`src/hw/rtl/assert_macros.svh`:
```
// assertion macros shared by the predictor rtl
`ifndef ASSERT_MACROS_SVH
`define ASSERT_MACROS_SVH

// property checked at every rising clock edge, reset included
`define BHP_ASSERT(lbl, clk_s, prop, msg) \
    lbl: assert property (@(posedge clk_s) prop) else $error(msg);

// property checked only while out of reset
`define BHP_ASSERT_RST(lbl, clk_s, rstn_s, prop, msg) \
    lbl: assert property (@(posedge clk_s) disable iff (!rstn_s) prop) else $error(msg);

`endif

```
`src/hw/rtl/bhp_pkg.sv`:
```
// types, constants and helper functions of the branch predictor
package bhp_pkg;

    // index lengths after clamping, up to the largest table width
    localparam int LEN_W = 5;
    typedef logic [LEN_W-1:0] len_t;

    // configuration port
    localparam int CFG_ADDR_W = 3;
    localparam int CFG_DATA_W = 4;

    typedef enum logic [CFG_ADDR_W-1:0] {
        CFG_MODE         = 3'd0,
        CFG_BIMODAL_BITS = 3'd1,
        CFG_GSHARE_BITS  = 3'd2,
        CFG_HISTORY_BITS = 3'd3,
        CFG_CHOOSER_BITS = 3'd4
    } cfg_idx_t;

    // predictor modes, the unused code behaves as hybrid
    typedef enum logic [1:0] {
        MODE_BIMODAL = 2'd0,
        MODE_GSHARE  = 2'd1,
        MODE_HYBRID  = 2'd2
    } mode_t;

    // register reset values
    localparam logic [1:0]            MODE_RST    = MODE_BIMODAL;
    localparam logic [CFG_DATA_W-1:0] TBL_LEN_RST = 4'd12;
    localparam logic [CFG_DATA_W-1:0] HIST_RST    = 4'd8;

    // 2-bit counter values
    localparam logic [1:0] CNT_MIN          = 2'd0;
    localparam logic [1:0] CNT_WEAK_BIMODAL = 2'd1;
    localparam logic [1:0] CNT_WEAK_TAKEN   = 2'd2;
    localparam logic [1:0] CNT_MAX          = 2'd3;

    // result queue
    localparam int QUEUE_DEPTH = 4;
    localparam int QUEUE_PTR_W = 2;
    localparam int QUEUE_CNT_W = 3;

    localparam int TOTAL_W = 32;

    typedef struct packed {
        logic               predicted_taken;
        logic               mispredicted;
        logic               chose_gshare;
        logic [TOTAL_W-1:0] prediction_total;
        logic [TOTAL_W-1:0] mispredict_total;
    } result_t;

    // clamp a table length register to 1 .. maxv
    function automatic len_t clamp_len(input logic [CFG_DATA_W-1:0] v, input len_t maxv);
        len_t ext;
        ext = len_t'(v);
        if (ext == '0)
            return len_t'(1);
        else if (ext > maxv)
            return maxv;
        else
            return ext;
    endfunction

    // saturating 2-bit counter step
    function automatic logic [1:0] train(input logic [1:0] c, input logic up);
        if (up)
            return (c == CNT_MAX) ? CNT_MAX : c + 2'd1;
        else
            return (c == CNT_MIN) ? CNT_MIN : c - 2'd1;
    endfunction

endpackage

```
`src/hw/rtl/bhp_out_queue.sv`:
```
// small result queue between the update stage and the output channel
module bhp_out_queue (
    input  logic                             clk,
    input  logic                             rst_n,
    input  logic                             push,
    input  bhp_pkg::result_t                 push_data,
    input  logic                             pop,
    output logic                             out_valid,
    output bhp_pkg::result_t                 out_data,
    output logic [bhp_pkg::QUEUE_CNT_W-1:0]  count
);

    bhp_pkg::result_t                 slots [bhp_pkg::QUEUE_DEPTH];
    logic [bhp_pkg::QUEUE_PTR_W-1:0]  wr_ptr_reg;
    logic [bhp_pkg::QUEUE_PTR_W-1:0]  wr_ptr_next;
    logic [bhp_pkg::QUEUE_PTR_W-1:0]  rd_ptr_reg;
    logic [bhp_pkg::QUEUE_PTR_W-1:0]  rd_ptr_next;
    logic [bhp_pkg::QUEUE_CNT_W-1:0]  count_reg;
    logic [bhp_pkg::QUEUE_CNT_W-1:0]  count_next;

    // pointer and fill bookkeeping
    always_comb
    begin
        wr_ptr_next = wr_ptr_reg;
        rd_ptr_next = rd_ptr_reg;
        count_next  = count_reg;
        if (push)
            wr_ptr_next = wr_ptr_reg + 1'b1;
        if (pop)
            rd_ptr_next = rd_ptr_reg + 1'b1;
        if (push && !pop)
            count_next = count_reg + 1'b1;
        else if (pop && !push)
            count_next = count_reg - 1'b1;
    end

    always_ff @(posedge clk or negedge rst_n)
    begin
        if (!rst_n)
        begin
            wr_ptr_reg <= '0;
            rd_ptr_reg <= '0;
            count_reg  <= '0;
        end
        else
        begin
            wr_ptr_reg <= wr_ptr_next;
            rd_ptr_reg <= rd_ptr_next;
            count_reg  <= count_next;
        end
    end

    // slot storage
    always_ff @(posedge clk)
    begin
        if (push)
            slots[wr_ptr_reg] <= push_data;
    end

    assign out_valid = (count_reg != '0);
    assign out_data  = slots[rd_ptr_reg];
    assign count     = count_reg;

endmodule

```
`config.mk`:
```
export PLATFORM = sky130hd
export DESIGN_NAME = bhp_out_queue
export DESIGN_NICKNAME = d
export VERILOG_FILES = /design/src/hw/rtl/assert_macros.svh /design/src/hw/rtl/bhp_pkg.sv /design/src/hw/rtl/bhp_out_queue.sv
export SDC_FILE = /design/constraint.sdc
export NUM_CORES = 1
export LEC_CHECK = 0
export BUFFER_PORTS_ARGS = -buffer_cell sky130_fd_sc_hd__buf_2
export CAP_MARGIN = 0
export CORE_MARGIN = 4
export CORE_UTILIZATION = 35
export CTS_CLUSTER_SIZE = 14
export DETAILED_ROUTE_END_ITERATION = 10
export HOLD_SLACK_MARGIN = 0.05
export SYNTH_ARGS = -nofsm -noshare
export SYNTH_HDL_FRONTEND = slang
export SYNTH_SLANG_ARGS = --single-unit
```
`constraint.sdc`:
```
create_clock -name clk -period 2.74 [get_ports clk]
set_input_delay 0 -clock clk [delete_from_list [all_inputs] [get_ports clk]]
set_output_delay 0 -clock clk [all_outputs]
set_load 0.05 [all_outputs]
```
==> flow_summary.yaml <==
clocking:
  postCtsSetupRepairBufs: 0
  cts_hold_buf: 71
  tritoncts: "yes"
  root_buffer: "clkbuf_16"
  numCtsBuffers: 29
  clkTransAtPathRegs_ns: 0.06
  clockBufferDepth: 3
  cts_resized: 0
  clock-sinks: 275
  clock_latency_ns: 0.53
  htree_num_levels: 1
route:
  route.met2.wl_mm: 10.32
  num_vias: 4760
  dr.pass1.iters: 6
  wl_per_cell_um: 19.79
  vias_per_cell: 4.680
  wl_met1_mm: 8.283
  highest_layer: "met4"
  wl_met3_mm: 1.113
  drc_errors: 0
  wl_mm: 20.13
  drt_iter0_drc: 247
  drtAntennaViolNets: 0
floorplanning:
  initial_core_util_pct: 35.83
  rows: 61
  dieArea_um2: 31530
  die_x_um: 177.6
  io_pins: 142
  chipHeight_um: 177.6
  coreArea_um2: 28090
critical_path:
  r2r-end: "slots[1][27]$_DFFE_PP_"
  end_kind: "output pin"
  reg2reg_setup_slack_ns: 0.90
  r2r_start: "wr_ptr_reg[1]$_DFFE_PN0P_"
  crit_start: "rd_ptr_reg[0]$_DFFE_PN0P_"
  critical_path.endpoint: "out_data[60]"
  startpoint_type: "register"
  slowest_stage: "dfrtp_4"
  arrival_ns: 2.34
  cp_slowest_stage_delay_ns: 0.67
  crit_path_cell_trace: "buf_12, mux4_2, buf_2"
  worstRegToRegCells: 4
  cp_max_fo: 29
  criticalPathCategory: "register to output pin"
  required_ns: 2.74
sta:
  period_share_pct: 85.37
  fmax_mhz: 427.5
  tns_ns: 0
  hold_viol: 0
  rsz0062_at_grt: "false"
  finalMaxSlewViolations: 0
  final.setup_skew_ns: 0.006759
  max_slew.worst_pin.slew_ns: 0.5119
  finalCriticalPeriod_ns: 2.339
  setup_viol: 0
  max_slew_margin_pct: 65.87
  hold_slack_ns: 0.2191
global_route:
  antenna_found_initial: 1
  first_global_vias: 5347
  grt_max_degree: 45
  grt_pass1_wl_mm: 31.19
  grt.overflow.total: 0
  grt.total_usage_pct: 12.82
logic_synthesis:
  netlist-cell-type-count: 19
  ys_seq_area_share_pct: 81.71
  syn_inst: 384
  synth.avg_cell_area_um2: 26.21
  ys_warn_count: 0
  syn_nets: 461
  ys_ff_latch: 275
  synth_area_um2: 10060
finish:
  layout-drive-gt1-share_pct: 41.69
  area_growth_syn_to_layout_pct: 28.63
  largest_reg_flops: 268
  fin_nets: 697
placed_design:
  io_buffers: 141
  hpwl_mm: 11.93
  place_congestion: 0.6735
power:
  power_per_cell_area_nw_per_um2: 1200
  vdd_drop_max_mv: 0.6615
  p_leak_nw: 4.456
  power_w: 0.01553
flow_run:
  cap_viol_max_count: 0
run_status:
  status: "complete, no violations"
hold_path:
  holdCritPathClass: "input port to register"
## logic make-up after synthesis
family	count (synthesis)	synth area share [%]
flip-flops	275	81.71
multiplexers	68	15.11
XOR/XNOR	6	0.5222
buffers and inverters	20	1.368
AO/OA/AOI/OAI	1	0.04968
adder cells (fa/ha/maj)	6	0.8206
AND/OR/NAND/NOR	8	0.4227
## power by group
group	leakage [nW]	total [W]	switching, W	internal [W]
clock	0.454	0.00389	0.00150	0.00239
combinational	1.46	0.00577	0.00397	0.00180
sequential	2.54	0.00587	0.000364	0.00551
## placed cells by master (no fill, tap or decap), drive strengths merged
master	instances
xor2	4
or3	1
clkbuf	32
fa	1
ha	5
o21ai	1
mux2	1
nand2	2
dfrtp	7
clkinv	8
dlygate4sd3	71
inv	4
diode	1
clkinvlp	4
bufinv	5
xnor2	2
buf	150
mux4	67
edfxtp	268
nor2	1
and2	4
## worst min-delay path by stage
| stage | cells after the start | end | slack (ns) | start |
|---|---|---|---|---|
| floorplan | 0 | count[0]$_DFFE_PN0P_ | -0.30 | rst_n |
| global placement | 1 | count[1]$_DFFE_PN0P_ | -0.14 | rst_n |
| detailed placement | 1 | count[0]$_DFFE_PN0P_ | -0.13 | rst_n |
| CTS | 2 | slots[1][39]$_DFFE_PP_ | 0.19 | push_data[39] |
| global route | 2 | slots[0][43]$_DFFE_PP_ | 0.21 | push_data[43] |
| finish | 2 | slots[3][38]$_DFFE_PP_ | 0.22 | push_data[38] |
## per-layer routing
metal / vias to the layer above / global-route usage (%)
met5: - / 0
li1: 2112 / -
met1: 2491 / 16.40
met4: 0 / 2.643
met3: 37 / 3.025
met2: 120 / 22.46
## final cells by class
cell class	count	area, um2
Fill cell	2406	15140
Clock buffer	32	737.0
Timing Repair Buffer	221	1559
Multi-Input combinational cell	89	1713
Inverter	4	15.01
Tap cell	378	473.0
Antenna cell	1	2.502
Clock inverter	17	215.2
Sequential cell	275	8230
## through the flow
| step | instance area, um2 | utilization (%) | setup slack (ns) | cells |
|---|---|---|---|---|
| finish | 12940 | 46.09 | 0.4009 | 1017 |
| global route | 12940 | 46.09 | 0.2494 | 1017 |
| CTS | 12940 | 46.08 | 0.3031 | 1016 |
| detailed placement | 11280 | 40.16 | 0.8495 | 896 |
| global placement | 11280 | 40.16 | 0.8918 | 896 |
| floorplan | 10060 | - | 0.1148 | 384 |
## worst max-delay path, delay by kind of cell (launching register included)
family,cells,cell delay [ns]
buffers and inverters,2,0.53
DFF,1,0.67
muxes,1,0.56
## synthesized netlist by cell type (all sizes together)
cell type    n  area (um2)
clkbuf       3       11.26
mux4        67        1509
nor2         1       3.750
and2         4       25.02
edfxtp     268        8048
buf         13       111.4
xor2         4       35.03
nand2        2       7.510
mux2         1       11.26
dfrtp        7       175.2
fa           1       20.02
ha           5       62.56
o21ai        1       5.000
xnor2        2       17.52
or3          1       6.260
inv          4       15.01
Power figures use the tool's default switching activity.
